[src/sv/stz_pkg.sv]
package stz_pkg;

    localparam int DEPTH_BITS_DEF = 8;

    // record queue between the classifier and the output stage
    localparam int Q_DEPTH = 4;
    localparam int Q_AW    = $clog2(Q_DEPTH);
    localparam int Q_CW    = $clog2(Q_DEPTH + 1);

    localparam logic [1:0] ERR_NONE    = 2'd0;
    localparam logic [1:0] ERR_COMMENT = 2'd1;
    localparam logic [1:0] ERR_CLOSER  = 2'd2;

    localparam logic [7:0] CH_SPACE  = 8'h20;
    localparam logic [7:0] CH_TAB    = 8'h09;
    localparam logic [7:0] CH_CR     = 8'h0D;
    localparam logic [7:0] CH_QUOTE  = 8'h22;
    localparam logic [7:0] CH_SEMI   = 8'h3B;
    localparam logic [7:0] CH_LPAREN = 8'h28;
    localparam logic [7:0] CH_RPAREN = 8'h29;
    localparam logic [7:0] CH_LBRACE = 8'h7B;
    localparam logic [7:0] CH_RBRACE = 8'h7D;
    localparam logic [7:0] CH_STAR   = 8'h2A;
    localparam logic [7:0] CH_SLASH  = 8'h2F;
    localparam logic [7:0] CH_EQ     = 8'h3D;
    localparam logic [7:0] CH_BANG   = 8'h21;
    localparam logic [7:0] CH_BAR    = 8'h7C;
    localparam logic [7:0] CH_AMP    = 8'h26;
    localparam logic [7:0] CH_LT     = 8'h3C;
    localparam logic [7:0] CH_GT     = 8'h3E;
    localparam logic [7:0] CH_MINUS  = 8'h2D;
    localparam logic [7:0] CH_COLON  = 8'h3A;
    localparam logic [7:0] CH_PLUS   = 8'h2B;
    localparam logic [7:0] CH_PCT    = 8'h25;
    localparam logic [7:0] CH_LBRACK = 8'h5B;
    localparam logic [7:0] CH_RBRACK = 8'h5D;
    localparam logic [7:0] CH_COMMA  = 8'h2C;
    localparam logic [7:0] CH_TILDE  = 8'h7E;

    typedef struct packed {
        logic [1:0] error;
        logic       stmt_end;
        logic       tok_start;
        logic [7:0] ch;
    } t_res;

    // one or two results caused by one input word
    typedef struct packed {
        logic two;
        logic done;
        t_res r0;
        t_res r1;
    } t_rec;

endpackage

[src/sv/stz_front.sv]
module stz_front #(
    parameter int DEPTH_BITS = stz_pkg::DEPTH_BITS_DEF
) (
    input  logic         i_clk,
    input  logic         i_rst_n,
    input  logic         i_valid,
    output logic         o_ready,
    input  logic [7:0]   i_ch,
    input  logic         i_eos,
    output logic         o_push_valid,
    input  logic         i_push_ready,
    output stz_pkg::t_rec o_rec
);
    import stz_pkg::*;

    localparam logic [DEPTH_BITS-1:0] DEPTH_MAX = {DEPTH_BITS{1'b1}};

    typedef struct packed {
        logic [7:0]            held;
        logic                  held_v;
        logic                  in_str;
        logic                  in_cmt;
        logic [DEPTH_BITS-1:0] depth;
        logic                  tok_open;
        logic                  sp_seen;
    } t_state;

    typedef struct packed {
        t_state     s;
        logic       two;
        logic [1:0] n;
        t_res       r0;
        t_res       r1;
    } t_dec;

    function automatic logic is_space(logic [7:0] c);
        return (c == CH_SPACE) || (c >= CH_TAB && c <= CH_CR);
    endfunction

    function automatic logic is_symbol(logic [7:0] c);
        logic hit;
        case (c)
            CH_COLON, CH_PLUS, CH_MINUS, CH_STAR, CH_SLASH, CH_EQ, CH_PCT, CH_GT,
            CH_LT, CH_BANG, CH_LBRACK, CH_RBRACK, CH_COMMA, CH_AMP, CH_BAR,
            CH_TILDE: hit = 1'b1;
            default:  hit = 1'b0;
        endcase
        return hit;
    endfunction

    function automatic logic is_pair(logic [7:0] a, logic [7:0] b);
        return (a == CH_EQ    && b == CH_EQ) || (a == CH_BANG && b == CH_EQ)
            || (a == CH_BAR   && b == CH_BAR) || (a == CH_AMP && b == CH_AMP)
            || (a == CH_LT    && b == CH_EQ) || (a == CH_GT   && b == CH_EQ)
            || (a == CH_MINUS && b == CH_GT) || (a == CH_LT   && b == CH_LT)
            || (a == CH_GT    && b == CH_GT);
    endfunction

    function automatic t_res mk(logic [7:0] c, logic st, logic se, logic [1:0] er);
        t_res r;
        r.ch        = c;
        r.tok_start = st;
        r.stmt_end  = se;
        r.error     = er;
        return r;
    endfunction

    // classify byte c against the lookahead la
    function automatic t_dec decide(t_state s, logic [7:0] c, logic has_la, logic [7:0] la);
        t_dec d;
        d.s   = s;
        d.two = 1'b0;
        d.n   = 2'd0;
        d.r0  = '0;
        d.r1  = '0;
        if (s.in_cmt) begin
            if (c == CH_STAR && has_la && la == CH_SLASH) begin
                d.s.in_cmt = 1'b0;
                d.two      = 1'b1;
            end
        end else if (s.in_str) begin
            if (c == CH_QUOTE) begin
                d.n          = 2'd1;
                d.r0         = mk(c, 1'b0, 1'b0, ERR_NONE);
                d.s.in_str   = 1'b0;
                d.s.tok_open = 1'b0;
            end else if (is_space(c)) begin
                if (!s.sp_seen) begin
                    d.n  = 2'd1;
                    d.r0 = mk(CH_SPACE, 1'b0, 1'b0, ERR_NONE);
                end
                d.s.sp_seen = 1'b1;
            end else begin
                d.n         = 2'd1;
                d.r0        = mk(c, 1'b0, 1'b0, ERR_NONE);
                d.s.sp_seen = 1'b0;
            end
        end else if (is_space(c)) begin
            d.s.tok_open = 1'b0;
        end else if (c == CH_SEMI) begin
            d.n          = 2'd1;
            d.r0         = mk(c, 1'b1, s.depth == '0, ERR_NONE);
            d.s.tok_open = 1'b0;
        end else if (c == CH_QUOTE) begin
            d.n          = 2'd1;
            d.r0         = mk(c, 1'b1, 1'b0, ERR_NONE);
            d.s.in_str   = 1'b1;
            d.s.sp_seen  = 1'b0;
            d.s.tok_open = 1'b1;
        end else if (c == CH_LPAREN || c == CH_LBRACE) begin
            d.n  = 2'd1;
            d.r0 = mk(c, 1'b1, 1'b0, ERR_NONE);
            if (s.depth != DEPTH_MAX) begin
                d.s.depth = s.depth + 1'b1;
            end
            d.s.tok_open = 1'b0;
        end else if (c == CH_RPAREN || c == CH_RBRACE) begin
            d.n  = 2'd1;
            d.r0 = mk(c, 1'b1, 1'b0, (s.depth == '0) ? ERR_CLOSER : ERR_NONE);
            if (s.depth != '0) begin
                d.s.depth = s.depth - 1'b1;
            end
            d.s.tok_open = 1'b0;
        end else if (has_la && c == CH_SLASH && la == CH_STAR) begin
            d.s.in_cmt   = 1'b1;
            d.s.tok_open = 1'b0;
        end else if (has_la && c == CH_STAR && la == CH_SLASH) begin
            d.n          = 2'd1;
            d.r0         = mk(8'h00, 1'b0, 1'b0, ERR_COMMENT);
            d.two        = 1'b1;
            d.s.tok_open = 1'b0;
        end else if (has_la && is_pair(c, la)) begin
            d.n          = 2'd2;
            d.r0         = mk(c, 1'b1, 1'b0, ERR_NONE);
            d.r1         = mk(la, 1'b0, 1'b0, ERR_NONE);
            d.two        = 1'b1;
            d.s.tok_open = 1'b0;
        end else if (is_symbol(c)) begin
            d.n          = 2'd1;
            d.r0         = mk(c, 1'b1, 1'b0, ERR_NONE);
            d.s.tok_open = 1'b0;
        end else begin
            d.n          = 2'd1;
            d.r0         = mk(c, !s.tok_open, 1'b0, ERR_NONE);
            d.s.tok_open = 1'b1;
        end
        return d;
    endfunction

    t_state     r_st;
    t_state     s1;
    t_dec       d1;
    t_dec       d2;
    logic [1:0] n1;
    logic [1:0] n2;
    logic [1:0] total;
    logic       accept;

    assign o_ready = i_push_ready;
    assign accept  = i_valid && o_ready;

    always_comb begin
        d1 = decide(r_st, r_st.held, 1'b1, i_ch);
        if (r_st.held_v) begin
            s1 = d1.s;
            n1 = d1.n;
            if (d1.two) begin
                s1.held_v = 1'b0;
            end else begin
                s1.held = i_ch;
            end
        end else begin
            s1        = r_st;
            s1.held   = i_ch;
            s1.held_v = 1'b1;
            n1        = 2'd0;
        end
        // flush the held byte with no lookahead at source end
        d2    = decide(s1, s1.held, 1'b0, 8'h00);
        n2    = (i_eos && s1.held_v) ? d2.n : 2'd0;
        total = n1 + n2;

        o_rec.done = i_eos;
        o_rec.two  = (total == 2'd2);
        o_rec.r0   = (n1 != 2'd0) ? d1.r0 : d2.r0;
        o_rec.r1   = (n1 == 2'd2) ? d1.r1 : d2.r0;
        if (total == 2'd0) begin
            o_rec.r0 = '0;
        end
        o_push_valid = accept && ((total != 2'd0) || i_eos);
    end

    always_ff @(posedge i_clk) begin
        if (!i_rst_n) begin
            r_st <= '0;
        end else if (accept) begin
            r_st <= i_eos ? '0 : s1;
        end
    end

    a_eos_clears: assert property (@(posedge i_clk) disable iff (!i_rst_n)
        accept && i_eos |=> r_st == '0)
        else $error("state not cleared after source end");

    a_mode_excl: assert property (@(posedge i_clk) disable iff (!i_rst_n)
        !(r_st.in_str && r_st.in_cmt))
        else $error("string and comment modes both set");

endmodule

[src/sv/stz_queue.sv]
module stz_queue (
    input  logic          i_clk,
    input  logic          i_rst_n,
    input  logic          i_push_valid,
    output logic          o_push_ready,
    input  stz_pkg::t_rec i_rec,
    output logic          o_pop_valid,
    input  logic          i_pop_ready,
    output stz_pkg::t_rec o_rec
);
    import stz_pkg::*;

    t_rec            r_mem [Q_DEPTH];
    logic [Q_AW-1:0] r_wr;
    logic [Q_AW-1:0] r_rd;
    logic [Q_CW-1:0] r_count;
    logic            push;
    logic            pop;

    assign o_push_ready = (r_count != Q_CW'(Q_DEPTH));
    assign o_pop_valid  = (r_count != '0);
    assign o_rec        = r_mem[r_rd];
    assign push         = i_push_valid && o_push_ready;
    assign pop          = o_pop_valid && i_pop_ready;

    always_ff @(posedge i_clk) begin
        if (push) begin
            r_mem[r_wr] <= i_rec;
        end
    end

    always_ff @(posedge i_clk) begin
        if (!i_rst_n) begin
            r_wr    <= '0;
            r_rd    <= '0;
            r_count <= '0;
        end else begin
            if (push) begin
                r_wr <= r_wr + 1'b1;
            end
            if (pop) begin
                r_rd <= r_rd + 1'b1;
            end
            case ({push, pop})
                2'b10:   r_count <= r_count + 1'b1;
                2'b01:   r_count <= r_count - 1'b1;
                default: r_count <= r_count;
            endcase
        end
    end

    a_count_bound: assert property (@(posedge i_clk) disable iff (!i_rst_n)
        r_count <= Q_CW'(Q_DEPTH))
        else $error("queue count beyond depth");

endmodule

[src/sv/stz_back.sv]
module stz_back (
    input  logic          i_clk,
    input  logic          i_rst_n,
    input  logic          i_pop_valid,
    output logic          o_pop_ready,
    input  stz_pkg::t_rec i_rec,
    output logic          o_tvalid,
    input  logic          i_tready,
    output logic [7:0]    o_tdata,
    output logic [4:0]    o_tuser,
    output logic          o_tlast
);
    import stz_pkg::*;

    logic       r_sub;
    logic       r_valid;
    logic [7:0] r_tdata;
    logic [4:0] r_tuser;
    logic       r_tlast;
    logic       load;
    logic       last;
    t_res       sel;

    assign load        = i_pop_valid && (!r_valid || i_tready);
    assign sel         = r_sub ? i_rec.r1 : i_rec.r0;
    assign last        = r_sub || !i_rec.two;
    // release the record once its final word is loaded
    assign o_pop_ready = load && last;

    always_ff @(posedge i_clk) begin
        if (!i_rst_n) begin
            r_sub   <= 1'b0;
            r_valid <= 1'b0;
        end else begin
            if (load) begin
                r_sub   <= !r_sub && i_rec.two;
                r_valid <= 1'b1;
            end else if (i_tready) begin
                r_valid <= 1'b0;
            end
        end
        if (load) begin
            r_tdata <= sel.ch;
            r_tuser <= {i_rec.done && last, sel.error, sel.stmt_end, sel.tok_start};
            r_tlast <= last;
        end
    end

    assign o_tvalid = r_valid;
    assign o_tdata  = r_tdata;
    assign o_tuser  = r_tuser;
    assign o_tlast  = r_tlast;

    a_sub_has_second: assert property (@(posedge i_clk) disable iff (!i_rst_n)
        r_sub |-> i_pop_valid && i_rec.two)
        else $error("second word pending without a two-word record");

    a_done_is_last: assert property (@(posedge i_clk) disable iff (!i_rst_n)
        r_valid && r_tuser[4] |-> r_tlast)
        else $error("source end flagged on a word that is not last of its run");

endmodule

[src/sv/statement_tokenizer.sv]
// Byte tokenizer for statement-oriented source text.
// Input stream: one source byte per word on i_s_axis_tdata; i_s_axis_tlast
// marks the final byte of the source. Output stream: one kept token byte per
// word, with token start, statement end, error code and source-end flags in
// o_m_axis_tuser; o_m_axis_tlast marks the last word caused by an input word.
// Each byte but a source's last is held until the next one arrives and is
// decided with it as lookahead, so its words leave after that byte is taken.
// A front classifier decides one input word per cycle and writes at most one
// record (up to two output words) into a four-entry queue; an output stage
// drains the queue one word per cycle while the receiver is ready. Input words
// are taken every cycle while the queue has room; a record of two words (a
// two-character operator, or a final flush) is popped once both are loaded.
// A record enters the queue when the input word that caused it is accepted;
// the output stage then registers its first word, and any second word after it.
// Reset (synchronous, active low) clears the lookahead, string, comment and
// nesting state and empties the queue. When the receiver stalls, the output
// word holds, the queue fills, and then o_s_axis_tready drops.
module statement_tokenizer #(
    parameter int DEPTH_BITS = stz_pkg::DEPTH_BITS_DEF
) (
    input  logic       i_clk,
    input  logic       i_rst_n,
    input  logic       i_s_axis_tvalid,
    output logic       o_s_axis_tready,
    input  logic [7:0] i_s_axis_tdata,   // [7:0] ch
    input  logic       i_s_axis_tlast,
    output logic       o_m_axis_tvalid,
    input  logic       i_m_axis_tready,
    output logic [7:0] o_m_axis_tdata,   // [7:0] out_char
    output logic [4:0] o_m_axis_tuser,   // [0] token_start, [1] statement_end,
                                         // [3:2] error, [4] source_done
    output logic       o_m_axis_tlast
);
    import stz_pkg::*;

    logic push_valid;
    logic push_ready;
    logic pop_valid;
    logic pop_ready;
    t_rec rec_in;
    t_rec rec_out;

    stz_front #(.DEPTH_BITS(DEPTH_BITS)) u_front (
        .i_clk        (i_clk),
        .i_rst_n      (i_rst_n),
        .i_valid      (i_s_axis_tvalid),
        .o_ready      (o_s_axis_tready),
        .i_ch         (i_s_axis_tdata),
        .i_eos        (i_s_axis_tlast),
        .o_push_valid (push_valid),
        .i_push_ready (push_ready),
        .o_rec        (rec_in)
    );

    stz_queue u_queue (
        .i_clk        (i_clk),
        .i_rst_n      (i_rst_n),
        .i_push_valid (push_valid),
        .o_push_ready (push_ready),
        .i_rec        (rec_in),
        .o_pop_valid  (pop_valid),
        .i_pop_ready  (pop_ready),
        .o_rec        (rec_out)
    );

    stz_back u_back (
        .i_clk       (i_clk),
        .i_rst_n     (i_rst_n),
        .i_pop_valid (pop_valid),
        .o_pop_ready (pop_ready),
        .i_rec       (rec_out),
        .o_tvalid    (o_m_axis_tvalid),
        .i_tready    (i_m_axis_tready),
        .o_tdata     (o_m_axis_tdata),
        .o_tuser     (o_m_axis_tuser),
        .o_tlast     (o_m_axis_tlast)
    );

endmodule

[config.mk]
export PLATFORM = sky130hd
export DESIGN_NAME = statement_tokenizer
export DESIGN_NICKNAME = d
export VERILOG_FILES = /design/src/sv/stz_pkg.sv /design/src/sv/stz_front.sv /design/src/sv/stz_queue.sv /design/src/sv/stz_back.sv /design/src/sv/statement_tokenizer.sv
export SDC_FILE = /design/constraint.sdc
export NUM_CORES = 1
export LEC_CHECK = 0
export BUFFER_PORTS_ARGS = -buffer_cell sky130_fd_sc_hd__buf_2
export CORE_MARGIN = 2
export CORE_UTILIZATION = 56
export DETAILED_ROUTE_END_ITERATION = 8
export PLACE_DENSITY_LB_ADDON = 0.3
export REMOVE_ABC_BUFFERS = 1
export SKIP_LAST_GASP = 1
export SLEW_MARGIN = 20
export SYNTH_ARGS = -nofsm -noshare
export SYNTH_HDL_FRONTEND = slang
export SYNTH_SLANG_ARGS = --single-unit
[constraint.sdc]
create_clock -name i_clk -period 4.6 [get_ports i_clk]
set_input_delay 0.46 -clock i_clk [delete_from_list [all_inputs] [get_ports i_clk]]
set_output_delay 0.46 -clock i_clk [all_outputs]
set_load 0.005 [all_outputs]
# After elaboration in Yosys (flattened, before gate mapping)
# Memories as Yosys holds them, arrays and structs flattened. A register that Yosys moved wholly into a read port is not among the register bits.
# Cells that the tools add are included.
# W data, S select, Z words.
[classes] muxes=109 n_addsub=7 reduce_logical=55 n_eq_ne=59 magnitude_cmp=4
[op_table] cell="$eq A8 B6 Y1 const B" count=40
[op_table] cell="$mux W14" count=15
[op_table] cell="$mux W12" count=10
[op_table] cell="$eq A8 B7 Y1 const B" count=13
[op_table] cell="$mux W1" count=52
[op_table] cell="$mux W13" count=4
[op_table] cell="$mux W9" count=5
[op_table] cell="$mux W21" count=2
[op_table] cell="$mux W8" count=5
[op_table] cell="$reduce_or A16 Y1" count=2
[op_table] cell="$mux W10" count=3
[op_table] cell="$mux W28" count=1
[op_table] cell="$mux W27" count=1
[op_table] cell="$mux W26" count=1
[op_table] cell="$logic_and A1 B1 Y1" count=22
[op_table] cell="$logic_or A1 B1 Y1" count=17
[op_table] cell="$ge A8 B4 Y1 const B" count=2
[op_table] cell="$le A8 B4 Y1 const B" count=2
[op_table] cell="$logic_not A8 Y1" count=2
[op_table] cell="$mux W2" count=8
[op_table] cell="$mux W15" count=1
[op_table] cell="$add A8 B1 Y8 const B" count=1
[op_table] cell="$ne A8 B8 Y1 const B" count=1
[op_table] cell="$reduce_bool A2 Y1" count=4
[op_table] cell="13 further kinds" count=20
[totals] memories=1 word_cells=250 ramBits=104 ff_bits=44 output_inout_bits=16 in_bits=13
[memory_table] name="u_queue.r_mem" depth=4 word_bits=26 rd=1 rd_ports_with_merged_regs=1 wr=1 line_no="stz_queue.sv:13" source="t_rec r_mem [Q_DEPTH];"

# Longest topological paths before layout
[depth] depth_word=59 mapped_depth=24

# By module
# From an unflattened synthesis, not the netlist that was laid out.
[hier_totals] hier_cells=684 hier_area_um2=8189.1
[modules_own_cells] module="stz_queue" n_inst=1 cells_each=188 area_each_um2=4290.4
[modules_own_cells] module="stz_front" n_inst=1 cells_each=455 area_each_um2=3229.3
[modules_own_cells] module="stz_back" n_inst=1 cells_each=41 area_each_um2=669.4

# Least setup slack after synthesis
# No wires, ideal clock.
[synth_timing] kind="register to register" startpoint="register u_front.r_st, in the netlist u_front.d1[46]" endpoint="register u_queue.r_count[2]" synth_period_minus_slack_ps=5072 arrival_ps=4996 t_required_ps=4524 setup_slack_ps=-472 path_stages_with_launch=23 path_cell_list="dfxtp_1 > buf_6 > or4b_1 > buf_2 > or4_4 > o22ai_2 > or4b_4 > nand2_4 > mux2i_1 > or4_1 > o21a_1 > o2111a_1 > ha_1 > xnor2_1 > nand2b_1 > nor2_1 > nor2_1 > inv_1 > ha_1 > fa_1 > xnor2_1 > or3_1 > a21boi_0"
[synth_via] elab_chain_len=38 word_cells_on_any_way=113 classes_between="add/sub: 1; order compare: 4; eq/ne: 23; mux: 53; reduce/logical: 32"
[synth_rtl] item="start, declared" line_no="stz_front.sv:150" source="t_state r_st;"
[synth_rtl] item="start signal, assigned" line_no="stz_front.sv:197" source="r_st <= i_eos ? '0 : s1;"
[synth_rtl] item="parallel branches: the longest is 31 deep, another holds $mux W15"
[synth_rtl] item="$add A2 B2 Y2 (*)" line_no="stz_front.sv:181" source="total = n1 + n2;"
[synth_rtl] item="$reduce_bool A2 Y1 (*)" line_no="stz_front.sv:190" source="o_push_valid = accept && ((total != 2'd0) || i_eos);"
[synth_rtl] item="$logic_or A1 B1 Y1 (*)" line_no="stz_front.sv:190"
[synth_rtl] item="$logic_and A1 B1 Y1 (*)" line_no="stz_front.sv:190"
[synth_rtl] item="$logic_and A1 B1 Y1 (*)" line_no="stz_queue.sv:23" source="assign push = i_push_valid && o_push_ready;"
[synth_rtl] item="$eq A2 B1 Y1 / $eq A2 B2 Y1 (equally long branches)" line_no="stz_queue.sv:44" source="case ({push, pop})"
[synth_rtl] item="$pmux W3 S2 / $reduce_bool A2 Y1 (equally long branches)"
[synth_rtl] item="end signal, assigned" line_no="stz_queue.sv:45" source="2'b10: r_count <= r_count + 1'b1;"
[synth_rtl] item="end signal, assigned" line_no="stz_queue.sv:46" source="2'b01: r_count <= r_count - 1'b1;"
[synth_rtl] item="end signal, assigned" line_no="stz_queue.sv:47" source="default: r_count <= r_count;"
[synth_rtl] item="end, declared" line_no="stz_queue.sv:16" source="logic [Q_CW-1:0] r_count;"
# Every way passes the cells marked *.
# A chain may end at the register's enable or synchronous reset.

# Final worst setup path
[layout_timing] startpoint="register u_front.r_st, in the netlist u_front.d1[40]" endpoint="register u_queue.r_count[2]"
# Same word-level chain as after synthesis.

==> results.md <==
- Status: finished, violations left
- Violated checks: setup timing
- WP data required: about 5 ns
- Post-place setup slack: -0.520 ns
- Avg Synthesized Cell Area: ~12 um^2
- CP startpoint: u_front.d1[40]
- Period Utilization, post-route: 101%
- DRT Pass-1 Iters: 6
- Netlist cell types: 84
- Grt ovf: 0
- Least-Margin Pin Slew: between 0.9 and 1 ns
- GRT Util Overall: about a third
- Clock share of power: ~33%
- WP data arrival: ~5 ns
- Worst path slowest cell: or4b_4
- Number of max-cap violations: 0
- Sw frac: a little under a third
- Std-Cell Rows: 43
- Setup ws final: -0.0368 ns
- ANT cells: 0
- P_leak: between 3 and 4 nW
- Power Total: roughly 4.4 mW
- Syn Inst Count: between 600 and 700
- Initial core utilization: roughly 57%
- Final nets: roughly 840
- Largest net degree at the start of global routing: 32
- CTS Hold Bufs: 0
- Num CTS Buffers: 17
- CP Launch Type: register
- Root Buffer Master: clkbuf_16
- Clk sinks: 146
- P_sw: 1.33 mW
- Yosys top cell area share: 43.0%
- Synth Register Bits: approximately 150
- Maximum VDD drop: 0.262 mV
- Top Ports: 29
- Initial antenna violation count: 0
- FFs w/ async S/R, synth: 0%
- Layout Skew: a little under 0.008 ns
- Starting DRT DRC Count: roughly 650
- Total Routed Length: roughly 23 mm
- Total Neg Setup Slack: -0.0368 ns
- Die height: between 100 and 150 um
- Clock Latency Late Sink: 0.43 ns
- Worst-case clock buffer depth: 2
- Unrepaired setup endpoints after global routing: yes
- CTS tree: yes
- Global-route wire length before repair: roughly 36 mm
- DIE AREA: around 15000 um^2
- Slew headroom: a little under two fifths
- Ys Warns: 0
- Area growth syn-to-layout: 25.6%
- Worst Setup EP: u_queue.r_count[2]
- Die Wd: approximately 120 um
- Largest fanout on the critical path: 7
- Internal reg-to-reg setup slack: -0.04 ns
- Syn Std Cell Area: about 8000 um^2
- Largest area contributor in the synthesized netlist: edfxtp_1
- Final min period: between 4 and 5 ns
- CP Capture Type: register
- Reg-to-Reg Start: u_front.d1[40]
- CTS H-tree depth: 4
- Layout cells sized above 1: 35.4%
- Via Count: roughly 6600
- Core Box Area: approximately 14000 um^2
- Vias in the first global route: 6493
- Port-buffer cells: 28
- Int Power: 3.06 mW
- Area contributors post-synth: edfxtp_1 (43%), dfxtp_1 (8.0%), mux4_2 (7.1%)
- Final Util: 72.1%
- DP Wirelength: 15.6 mm
- Routability Congestion: 0.935
- # setup viols final: 1
- Sequential-to-total area share from yosys stat: approximately 51%
- Hold WC Path Type: in -> reg
- Final hold violation count: 0
- CP cell instances: buf_12 > buf_4 > and4b_1 > nand4_1 > o22ai_2 > or4b_4 > nand2_4 > mux2i_1 > or4_4 > o21a_1 > o2111a_1 > ha_4 > xnor2_2 > nand2b_4 > nor2_1 > nor2_1 > inv_2 > ha_4 > fa_2 > xnor2_1 > or3_1 > a21boi_2
- Detail Route Antenna Nets: 0
- Highest clock rate: about 0.22 GHz
- R2R Path End: u_queue.r_count[2]
- Routed len/inst: between 20 and 25 um
- R2R depth: 22
- Comb power frac: 26.4%
- Critical path class: reg -> reg
- Vias per cell: around 6.5
- Pwr/cell area: 439 nW/um^2
- Predominant post-synthesis flop cell: edfxtp_1
- Reg clk slew, reported paths: 0.07 ns
- DR DRC count: 0
- Crit path largest cell delay: around 0.54 ns
- Fin. max-slew vios: 0
- Post-synth EDFFs: between 100 and 150
- Part of the power in registers: 40.9%
[metal layers]
metal | share of wire [%] | GRT usage (%) | up-vias | routed length [um]
met5 | 0 | 0 | - | 0
met4 | 3.5 | 12.3 | 0 | 805
met3 | 6.6 | 6.69 | 66 | 1540
met2 | 50 | 53.9 | 350 | 11700
met1 | 39 | 41.0 | 3252 | 9120
li1 | - | - | 2908 | -
[synthesized netlist by cell type (18+ instances only)]
master    count
a21oi_1      31
and2_1       18
clkbuf_1     22
dfxtp_1      32
edfxtp_1    114
mux4_2       25
nand2_1      43
nand3_1      22
nor2_1       42
nor2b_1      32
nor3_1       21
o21ai_0      18
[flip-flops by register name, indices dropped and copies added (netlist names), named ones only]
| register | count |
|---|---|
| u_queue.r_mem | 100 |
| u_front.r_st | 12 |
| u_front.d1 | 9 |
| u_back.o_tvalid | 1 |
| u_back.o_tdata | 8 |
| u_queue.r_count | 3 |
| u_queue.r_wr | 2 |
| u_back.o_tlast | 1 |
| u_back.o_tuser | 5 |
| u_back.r_sub | 1 |
| u_queue.r_rd | 2 |
[cell usage in the layout (no fill, tap or decap), types with 4 or more instances in the layout]
cell	instances
a21boi_0	7
a21o_1	4
a21oi_1	31
a22oi_1	11
a31oi_1	8
and2_1	18
buf_12	5
buf_2	28
buf_4	127
buf_6	4
clkbuf_16	17
dfxtp_1	26
dfxtp_2	6
edfxtp_1	114
ha_1	7
inv_1	15
inv_6	5
inv_8	5
mux2_2	12
mux2i_1	10
mux4_2	25
nand2_1	42
nand2b_1	13
nand3_1	22
nand3b_1	6
nand4_1	8
nand4b_1	4
nor2_1	41
nor2b_1	32
nor3_1	18
nor3b_1	4
nor4_1	7
nor4b_1	4
o211ai_1	9
o21ai_0	18
o31ai_1	5
or3_1	5
or4_4	5
xnor2_1	8
[worst min-delay path by stage]
stage	to	depth (start not counted)	start	slack, ns
after CTS	u_back.o_tvalid	4	i_m_axis_tready	0.35
after floorplan	u_back.o_tvalid	2	u_back.o_tvalid	0.47
final	u_back.o_tvalid	4	i_m_axis_tready	0.36
after global routing	u_back.o_tvalid	4	i_m_axis_tready	0.39
after detailed placement	u_back.o_tvalid	2	u_back.o_tvalid	0.48
after global placement	u_back.o_tvalid	2	u_back.o_tvalid	0.46
[repair_timing]
action	4_1_cts	5_1_grt
pin swaps	14	9
buffers inserted	14	1
gates cloned	0	0
setup endpoints to repair	2	6
resized for setup	26	18
[final cells by class]
cell class              instances  area (um^2)
clock inverters                15          185
inverters                      16         60.1
flip-flops and latches        146         4070
multi-input cells             474         3790
fillers                       919         3870
repair buffers                165         1250
well taps                     180          225
clock buffers                  17          425
[power by group through the flow]
stage          Combinational [mW]  Clock [mW]  Sequential (mW)
2_1_floorplan               0.589           0             1.85
3_3_place_gp                 1.04           0             1.78
3_5_place_dp                 1.09           0             1.81
4_1_cts                      1.15        1.45             1.79
5_1_grt                      1.25        1.50             1.81
6_report                     1.16        1.44             1.80
[kinds of logic (layout without fill, tap and decap cells)]
| kind of cell | after synthesis | in the layout | synth area share [%] |
|---|---|---|---|
| XOR/XNOR | 11 | 11 | 1.21 |
| AO/OA/AOI/OAI | 139 | 139 | 12.9 |
| AND/OR/NAND/NOR | 263 | 263 | 19.0 |
| multiplexers | 51 | 51 | 10.7 |
| buffers and inverters | 62 | 213 | 3.56 |
| flip-flops | 146 | 146 | 51.0 |
| adder cells (fa/ha/maj) | 10 | 10 | 1.66 |
[stage by stage]
| step | hold WS [ns] | instance area, um^2 | cells |
|---|---|---|---|
| 6_report | 0.356 | 10000 | 1013 |
| 5_1_grt | 0.388 | 10000 | 1013 |
| 4_1_cts | 0.345 | 9920 | 1012 |
| 3_5_place_dp | 0.484 | 9090 | 966 |
| 3_3_place_gp | 0.462 | 9090 | 966 |
| 2_1_floorplan | 0.471 | 7740 | 636 |
[worst max-delay path, delay by kind of cell, from the launching register on]
kind            cells  cell delay, ns
simple gates        9            2.04
mux                 1            0.08
flops               1            0.35
fa+ha+maj           3            0.67
compound gates      4            0.76
xor+xnor            2            0.30
buf+inv             3            0.38
No activity file was read; power rests on OpenSTA's default activity.
